`config.mk`:
```
export PLATFORM = sky130hd
export DESIGN_NAME = led_blink_pattern_sequencer_core
export DESIGN_NICKNAME = d
export VERILOG_FILES = /design/src/sv/lbps_pkg.sv /design/src/sv/lbps_engine.sv /design/src/sv/led_blink_pattern_sequencer_core.sv
export SDC_FILE = /design/constraint.sdc
export NUM_CORES = 1
export LEC_CHECK = 0
export ABC_AREA = 1
export BUFFER_PORTS_ARGS = -buffer_cell sky130_fd_sc_hd__buf_2
export CORE_UTILIZATION = 25
export CTS_BUF_LIST = sky130_fd_sc_hd__clkbuf_8
export CTS_CLUSTER_SIZE = 12
export DETAILED_ROUTE_END_ITERATION = 10
export PLACE_DENSITY_LB_ADDON = 0.08
export SLEW_MARGIN = 25
export SYNTH_ARGS = -nofsm -noshare
export SYNTH_HDL_FRONTEND = slang
export SYNTH_SLANG_ARGS = --single-unit
```
`constraint.sdc`:
```
create_clock -name clk -period 3.3 [get_ports clk]
set_input_delay 0.165 -clock clk [delete_from_list [all_inputs] [get_ports clk]]
set_output_delay 0.165 -clock clk [all_outputs]
set_load 0.01 [all_outputs]
```
`src/sv/lbps_pkg.sv`:
```
// ----------------------------------------------------------------------------
// LED blink sequencer package
// Word types, register indexes and reset constants shared by the design.
// ----------------------------------------------------------------------------
package lbps_pkg;

    localparam int unsigned TimeWidth = 16;
    localparam int unsigned CfgIndexWidth = 2;

    localparam logic [CfgIndexWidth-1:0] CFG_IDLE_COLOR    = 2'd0;
    localparam logic [CfgIndexWidth-1:0] CFG_IDLE_ON_TIME  = 2'd1;
    localparam logic [CfgIndexWidth-1:0] CFG_IDLE_OFF_TIME = 2'd2;

    localparam logic                        COLOR_WHITE        = 1'b0;
    localparam logic                        COLOR_RED          = 1'b1;
    localparam logic                        REQ_TICK           = 1'b0;
    localparam logic                        REQ_PATTERN        = 1'b1;
    localparam logic                        RESET_IDLE_COLOR   = COLOR_WHITE;
    localparam logic [TimeWidth-1:0]        RESET_IDLE_ON      = 16'd100;
    localparam logic [TimeWidth-1:0]        RESET_IDLE_OFF     = 16'd900;
    localparam logic signed [TimeWidth-1:0] REPEAT_FOREVER     = -16'sd1;

    typedef struct packed {
        logic                        req_type;
        logic                        pattern_color;
        logic [TimeWidth-1:0]        on_time;
        logic [TimeWidth-1:0]        off_time;
        logic signed [TimeWidth-1:0] repeat_count;
    } lbps_item_t;

    typedef struct packed {
        logic white_led;
        logic red_led;
    } lbps_led_t;

    typedef struct packed {
        logic                 color;
        logic [TimeWidth-1:0] on_time;
        logic [TimeWidth-1:0] off_time;
    } lbps_idle_t;

endpackage

```
`src/sv/lbps_engine.sv`:
```
// ----------------------------------------------------------------------------
// LED blink sequencer pattern engine
// Holds the current pattern and its phase timing, and computes the LED drive
// that follows each accepted word.
// ----------------------------------------------------------------------------
module lbps_engine (
    input  logic               clk,
    input  logic               rst_n,
    input  logic               step,
    input  lbps_pkg::lbps_item_t item,
    input  lbps_pkg::lbps_idle_t idle,
    output lbps_pkg::lbps_led_t  led_next
);
    import lbps_pkg::*;

    logic                        in_off_phase_reg;
    logic                        in_off_phase_next;
    logic [TimeWidth-1:0]        elapsed_ms_reg;
    logic [TimeWidth-1:0]        elapsed_ms_next;
    logic signed [TimeWidth-1:0] repeats_left_reg;
    logic signed [TimeWidth-1:0] repeats_left_next;
    logic                        color_reg;
    logic                        color_next;
    logic [TimeWidth-1:0]        on_time_reg;
    logic [TimeWidth-1:0]        on_time_next;
    logic [TimeWidth-1:0]        off_time_reg;
    logic [TimeWidth-1:0]        off_time_next;

    logic [TimeWidth-1:0]        phase_len;
    logic [TimeWidth-1:0]        elapsed_inc;
    logic signed [TimeWidth-1:0] repeats_dec;

    assign phase_len   = in_off_phase_reg ? off_time_reg : on_time_reg;
    assign elapsed_inc = elapsed_ms_reg + TimeWidth'(1);
    assign repeats_dec = repeats_left_reg - TimeWidth'(1);

    always_comb
    begin
        in_off_phase_next = in_off_phase_reg;
        elapsed_ms_next   = elapsed_ms_reg;
        repeats_left_next = repeats_left_reg;
        color_next        = color_reg;
        on_time_next      = on_time_reg;
        off_time_next     = off_time_reg;
        if (item.req_type == REQ_PATTERN)
        begin
            color_next        = item.pattern_color;
            on_time_next      = item.on_time;
            off_time_next     = item.off_time;
            repeats_left_next = item.repeat_count;
            in_off_phase_next = 1'b0;
            elapsed_ms_next   = '0;
        end
        else if ((phase_len == '0) || (elapsed_inc >= phase_len))
        begin
            // A zero length phase behaves as a one tick phase.
            elapsed_ms_next = '0;
            if (!in_off_phase_reg)
            begin
                in_off_phase_next = 1'b1;
            end
            else
            begin
                in_off_phase_next = 1'b0;
                if (repeats_left_reg > 0)
                begin
                    repeats_left_next = repeats_dec;
                    if (repeats_dec == '0)
                    begin
                        color_next        = idle.color;
                        on_time_next      = idle.on_time;
                        off_time_next     = idle.off_time;
                        repeats_left_next = REPEAT_FOREVER;
                    end
                end
            end
        end
        else
        begin
            elapsed_ms_next = elapsed_inc;
        end
    end

    assign led_next.white_led = !in_off_phase_next && (color_next == COLOR_WHITE);
    assign led_next.red_led   = !in_off_phase_next && (color_next == COLOR_RED);

    always_ff @(posedge clk or negedge rst_n)
    begin
        if (!rst_n)
        begin
            in_off_phase_reg <= 1'b0;
            elapsed_ms_reg   <= '0;
            repeats_left_reg <= REPEAT_FOREVER;
            color_reg        <= RESET_IDLE_COLOR;
            on_time_reg      <= RESET_IDLE_ON;
            off_time_reg     <= RESET_IDLE_OFF;
        end
        else if (step)
        begin
            in_off_phase_reg <= in_off_phase_next;
            elapsed_ms_reg   <= elapsed_ms_next;
            repeats_left_reg <= repeats_left_next;
            color_reg        <= color_next;
            on_time_reg      <= on_time_next;
            off_time_reg     <= off_time_next;
        end
    end

endmodule

```
`src/sv/led_blink_pattern_sequencer_core.sv`:
```
// ----------------------------------------------------------------------------
// LED blink pattern sequencer core
// Two-colour status LED blinker driven by millisecond ticks and pattern words.
// ----------------------------------------------------------------------------
// Each word on the item channel is either a one millisecond tick or a new
// blink pattern; every accepted word yields exactly one word on the led
// channel, holding the white and red LED drive after that word.
// led_valid rises in the cycle after acceptance; one word can be accepted
// every cycle while led_ready holds, set by the single engine update stage.
// The led word sits in an output register; item_ready stays high while that
// register is empty or being emptied, so a stalled receiver stops the input
// only while its word is still waiting.
// The config channel writes the idle colour, on time and off time used when a
// finite pattern ends; writes to unknown indexes are ignored.
// Reset loads the idle heartbeat of 100 on and 900 off in white; both
// channels are held not ready until the first cycle after reset.
// ----------------------------------------------------------------------------
module led_blink_pattern_sequencer_core (
    input  logic                                   clk,
    input  logic                                   rst_n,
    input  logic                                   item_valid,
    output logic                                   item_ready,
    input  lbps_pkg::lbps_item_t                   item_data,
    output logic                                   led_valid,
    input  logic                                   led_ready,
    output lbps_pkg::lbps_led_t                    led_data,
    input  logic                                   cfg_valid,
    output logic                                   cfg_ready,
    input  logic [lbps_pkg::CfgIndexWidth-1:0]     cfg_index,
    input  logic [lbps_pkg::TimeWidth-1:0]         cfg_data
);
    import lbps_pkg::*;

    logic        run_reg;
    logic        led_valid_reg;
    logic        led_valid_next;
    lbps_led_t   led_data_reg;
    lbps_led_t   led_next;
    lbps_idle_t  idle_reg;
    lbps_idle_t  idle_next;
    logic        step;

    assign item_ready = run_reg && (!led_valid_reg || led_ready);
    assign cfg_ready  = run_reg;
    assign step       = item_valid && item_ready;
    assign led_valid  = led_valid_reg;
    assign led_data   = led_data_reg;

    always_comb
    begin
        idle_next = idle_reg;
        if (cfg_valid && cfg_ready)
        begin
            case (cfg_index)
                CFG_IDLE_COLOR:    idle_next.color    = cfg_data[0];
                CFG_IDLE_ON_TIME:  idle_next.on_time  = cfg_data;
                CFG_IDLE_OFF_TIME: idle_next.off_time = cfg_data;
                default:           idle_next = idle_reg;
            endcase
        end
    end

    always_comb
    begin
        led_valid_next = led_valid_reg;
        if (step)
        begin
            led_valid_next = 1'b1;
        end
        else if (led_ready)
        begin
            led_valid_next = 1'b0;
        end
    end

    lbps_engine u_engine (
        .clk      (clk),
        .rst_n    (rst_n),
        .step     (step),
        .item     (item_data),
        .idle     (idle_reg),
        .led_next (led_next)
    );

    always_ff @(posedge clk or negedge rst_n)
    begin
        if (!rst_n)
        begin
            run_reg           <= 1'b0;
            led_valid_reg     <= 1'b0;
            idle_reg.color    <= RESET_IDLE_COLOR;
            idle_reg.on_time  <= RESET_IDLE_ON;
            idle_reg.off_time <= RESET_IDLE_OFF;
        end
        else
        begin
            run_reg       <= 1'b1;
            led_valid_reg <= led_valid_next;
            idle_reg      <= idle_next;
        end
    end

    always_ff @(posedge clk)
    begin
        if (step)
        begin
            led_data_reg <= led_next;
        end
    end

endmodule

```
# Word level (Yosys, flattened, before mapping)
# Cells that the tools add are included.
# classes
n_reduce_logical	22
n_lt_le_gt_ge	2
n_addsub	2
bitwise	1
n_mux	28
n_eq_ne	2
# op_table
cell	n
$mux W16	18
$logic_not A16 Y1	2
$add A16 B1 Y16 const B	1
$ge A16 B16 Y1	1
$gt A16 B1 Y1 const B	1
$sub A16 B2 Y16 const B	1
$mux W1	10
$reduce_bool A2 Y1	5
$reduce_and A2 Y1	3
$logic_and A1 B1 Y1	5
$reduce_and A5 Y1	1
$reduce_and A4 Y1	1
$eq A2 B1 Y1 const B	1
$eq A2 B2 Y1 const B	1
$logic_not A1 Y1	2
$logic_not A2 Y1	1
$logic_or A1 B1 Y1	2
$not A1 Y1	1
# totals
register_bits	103
word_cells	70
output_inout_bits	5
inputBits	73

# Longest topological paths before layout
# depth
depth_word	9
depth_mapped	25

# Cells and area by module
# Synthesis repeated with hierarchy kept, for this count alone.
# hier_totals
hier_cells	771
hier_area_um2	6223.5
# modules_own_cells
module	cells_per_inst	instances	area_each_um2
lbps_engine	610	1	4712.0
led_blink_pattern_sequencer_core	161	1	1511.4

# Least setup slack after synthesis
# No wires, ideal clock.
# synth_path
path_kind	register -> register
start	register u_engine.elapsed_ms_reg[2]
end	register u_engine.off_time_reg[10]
arrival_time_ns	2.994
synth_period_minus_slack_ns	3.113
setup_ns	0.119
path_stages_with_launch	22
path_slack_ns	0.187
path_buffers	1
t_required_ns	3.181
path_cell_list	dfrtp_1 -> inv_1 -> nor3_1 -> nand3_1 -> nor2_1 -> nand2_1 -> nor2_1 -> nand3_1 -> nor2_1 -> xor2_1 -> inv_1 -> ha_1 -> nand4_1 -> nor2_1 -> nand3_1 -> nand3_1 -> nor2_1 -> o21ai_2 -> nand3_4 -> buf_6 -> nor2_2 -> a21oi_2
# synth_between
elab_chain_cells	5
# synth_lines
item	line	rtl
start: declaration	lbps_engine.sv:18	logic [TimeWidth-1:0] elapsed_ms_reg;
start signal: assignment	lbps_engine.sv:101	elapsed_ms_reg <= elapsed_ms_next;
$add A16 B1 Y16	lbps_engine.sv:34	assign elapsed_inc = elapsed_ms_reg + TimeWidth'(1);
$ge A16 B16 Y1	lbps_engine.sv:54	else if ((phase_len == '0) || (elapsed_inc >= phase_len))
$logic_or A1 B1 Y1	lbps_engine.sv:54	
$reduce_bool A2 Y1 (no line)	-	
$reduce_and A5 Y1 (no line)	-	
end signal: assignment	lbps_engine.sv:105	off_time_reg <= off_time_next;
end: declaration	lbps_engine.sv:26	logic [TimeWidth-1:0] off_time_reg;
# No other way between the ends.
# A chain may end at the register's enable or synchronous reset.

# Final worst setup path
# layout_path
start	register u_engine.elapsed_ms_reg[0]
end	register u_engine.repeats_left_reg[0]
# layout_between
elab_chain_cells	5
# layout_lines
item	line	rtl
$add A16 B1 Y16	lbps_engine.sv:34	
$ge A16 B16 Y1	lbps_engine.sv:54	
$logic_or A1 B1 Y1	lbps_engine.sv:54	
$reduce_bool A2 Y1 (no line)	-	
$reduce_and A4 Y1 (no line)	-	
end signal: assignment	lbps_engine.sv:102	repeats_left_reg <= repeats_left_next;
end: declaration	lbps_engine.sv:20	logic signed [TimeWidth-1:0] repeats_left_reg;
# No other way between the ends.

==> metrics.yaml <==
final_layout:
  multiInputGateArea_um2: 3120
  instances_no_fill: 1251
  nNetsFinal: 1019
  seq_area_um2: 2630
  design_area_um2: 7770
  synthToLayoutAreaGrowth_pct: 26.5
  n_antenna_cell: 0
  drive_above_1_share_pct: 31.9
  num-fill-cells: 2637
  fin_util_pct: 32.7
  largest_reg_flops: 33
timing:
  tightestPinTransition_ps: 631
  hold-worst-slack_ps: 16.6
  hold_viol: 0
  timing.final.crit_period_ps: 3340
  max_slew_margin_pct: 57.9
  setup_ws_ps: -35.6
  slew_violations: 0
  setup_viol: 20
  grt_setup_unrepaired: "true"
  finClkSkew_ps: 29.5
  max_freq_ghz: 0.300
  fin_crit_sh_pct: 101
die:
  die_area_um2: 25200
  rows: 56
  fp.dieW_um: 159
  chipHeight_um: 159
  io_pins: 78
  coreArea_um2: 23800
  initial_utilization_pct: 25.8
global_route:
  grt_antenna_before_repair: 0
  grt_use_total_pct: 13.7
  grt_pass1_vias: 5033
  grt-ovfl-total: 0
  grt_max_degree: 50
  grt_pass1_wl_um: 26500
run_status:
  status: "finished, violations left"
  violations: "negative setup slack"
clock_network:
  htree_levels: 3
  root_buffer: "clkbuf_8"
  clock_path_buffers: 2
  cts_tree: "built"
  clock_sinks: 103
  numCtsBuffers: 9
  path_clk_slew_ps: 130
  clock_latency_ps: 400
routing:
  drt_wl_total_um: 16600
  dr_wl_met2_um: 7290
  drc: 0
  drtPass1Iterations: 4
  drtAntennaViolNets: 0
  wl_per_cell_um: 13.3
  post_drt_via_cell_ratio: 4.17
  dr_wl_met3_um: 470
  drtIter0Drc: 219
  vias: 5213
  wl_met1_um: 8700
  top_layer: "met4"
placement:
  gp_congestion: 0.751
  dpl.cell_count: 1211
  dp_hpwl_um: 11800
  port_buffers: 77
  place_area_um2: 7060
job:
  drv_cap: 0
logic_synthesis:
  synthesis.area_um2: 6140
  syn-num-nets: 904
  synth_seq_area_share_pct: 42.8
  ys_types: 35
  synth_warnings: 0
  ys_seq_elements: 103
  synthCells: 812
  synth_area_per_cell_um2: 7.56
hold_path:
  worstHoldEndpoint: "idle_reg[14]"
  hold_path_class: "input port to flip-flop"
  holdCritStartpoint: "cfg_data[14]"
  hold_depth: 3
setup_path:
  reg2reg_slack_ps: -40
  critPathMaxFanout: 8
  path_class: "flip-flop to flip-flop"
  worstPathArrival_ps: 3670
  r2r_end: "u_engine.repeats_left_reg[0]"
  required_ps: 3640
  start_kind: "flip-flop"
  reg2reg_depth: 23
  worstReg2RegStart: "u_engine.elapsed_ms_reg[0]"
  cp-end-kind: "flip-flop"
pwr:
  cellPowerDensity_nw_per_um2: 546
  vdd_ir_drop_max_v: 0.000233
  finalPower_w: 0.00424
  p_leak_nw: 3.95
[kinds of logic (layout without fill, tap and decap cells)]
kind of cell	after synthesis	after routing	share of synthesized area (%)
simple gates	380	380	26.1
flops	103	103	42.8
other cells	1	1	0.0611
fa+ha+maj	19	19	3.87
compound gates	143	143	14.9
xor+xnor	13	13	1.85
buf+inv	153	273	10.4
[repair_timing]
action | 4_1_cts | 5_1_grt
buffers inserted | 1 | 7
cloned | 0 | 4
pin swaps | 2 | 27
resized for setup | 5 | 58
hold buffers | 12 | 0
setup endpoints to repair | 51 | 68
hold endpoints to repair | 38 | 0
[cells in the final DEF (no fill, tap or decap), types with 17 or more instances in the layout]
cell type	count
a21oi_2	33
buf_2	76
buf_4	35
dfrtp_1	71
dfstp_2	30
ha_1	17
inv_1	115
nand2_1	255
nand3_1	20
nor2_1	37
nor2_2	34
o21ai_0	41
o21ai_2	23
o22ai_1	28
[synth_stat cells]
cell type / instances / area share [%]
nand4_1: 3 / 0.31
nand2_1: 263 / 16
a21o_1: 1 / 0.12
nand3_2: 1 / 0.16
o21ai_1: 20 / 1.6
inv_1: 114 / 7.0
nor2_4: 2 / 0.37
ha_1: 19 / 3.9
edfxtp_1: 2 / 0.98
nor2_1: 47 / 2.9
nand2_2: 1 / 0.10
buf_6: 7 / 1.3
buf_2: 4 / 0.33
buf_4: 2 / 0.24
o21ai_0: 43 / 3.5
xnor2_1: 1 / 0.14
nand3b_1: 2 / 0.24
conb_1: 1 / 0.061
nor2_2: 32 / 3.3
nor3_1: 2 / 0.16
dfrtp_1: 71 / 29
o21ai_2: 8 / 1.1
nand3_1: 25 / 2.0
nand4_2: 1 / 0.20
clkinv_1: 3 / 0.18
o22ai_1: 28 / 2.9
nand3_4: 1 / 0.29
dfstp_2: 30 / 13
a21oi_1: 9 / 0.73
clkbuf_1: 17 / 1.0
o21ai_4: 1 / 0.27
inv_2: 6 / 0.37
xor2_1: 12 / 1.7
o21a_1: 1 / 0.12
a21oi_2: 32 / 4.6
[layout make-up]
class                      instances  area share, %
clock buffer                       9           1.59
clock inverter                     7          0.854
inverter                         123           5.94
multi-input combinational        556           40.2
sequential                       103           33.8
tap                              319           5.14
timing repair buffer             134           12.5
[per-stage QoR]
stage | worst slack, ps | setup TNS, ps
after CTS | -53.9 | -1400
after detailed placement | -119 | -2250
after floorplan | 187 | 0
after global routing | -281 | -14690
after global placement | -55.9 | -306
final | -35.6 | -377
[worst max-delay path: stages (launching register included)]
cell,delay [ps]
dfrtp_1,380
ha_2,200
nand2_2,60
nor2_4,130
nand3_4,90
nor2_4,100
nand2_2,70
nor3_2,150
buf_4,130
nand4_1,100
xor2_1,200
inv_1,100
ha_4,270
nand4_1,140
nor2_2,150
nand3_1,90
nand3_2,90
nor2_4,40
o21ai_4,190
buf_6,130
nand3_4,130
clkbuf_16,220
nand2_1,70
o21ai_2,50
[where the power goes]
group          switching (W)  internal (W)
combinational       0.000935      0.000627
clock               0.000522      0.000293
sequential          0.000217       0.00165
total                0.00167       0.00257
[layer usage]
layer | vias to the layer above | global-route usage [%]
li1 | 2770 | -
met1 | 2361 | 19.5
met2 | 70 | 21.3
met3 | 12 | 2.31
met4 | 0 | 3.48
met5 | - | 0
[worst max path at each step]
stage / endpoint / slack [ps] / startpoint / cells past startpoint
6_report: u_engine.repeats_left_reg[0] / -40 / u_engine.elapsed_ms_reg[0] / 23
5_1_grt: u_engine.repeats_left_reg[6] / -280 / u_engine.elapsed_ms_reg[0] / 23
4_1_cts: u_engine.repeats_left_reg[2] / -50 / u_engine.elapsed_ms_reg[0] / 22
3_5_place_dp: led_data[1] / -120 / u_engine.elapsed_ms_reg[0] / 24
3_3_place_gp: led_data[1] / -60 / u_engine.elapsed_ms_reg[1] / 20
2_1_floorplan: u_engine.off_time_reg[10] / 190 / u_engine.elapsed_ms_reg[2] / 21
Power figures use the tool's default switching activity.
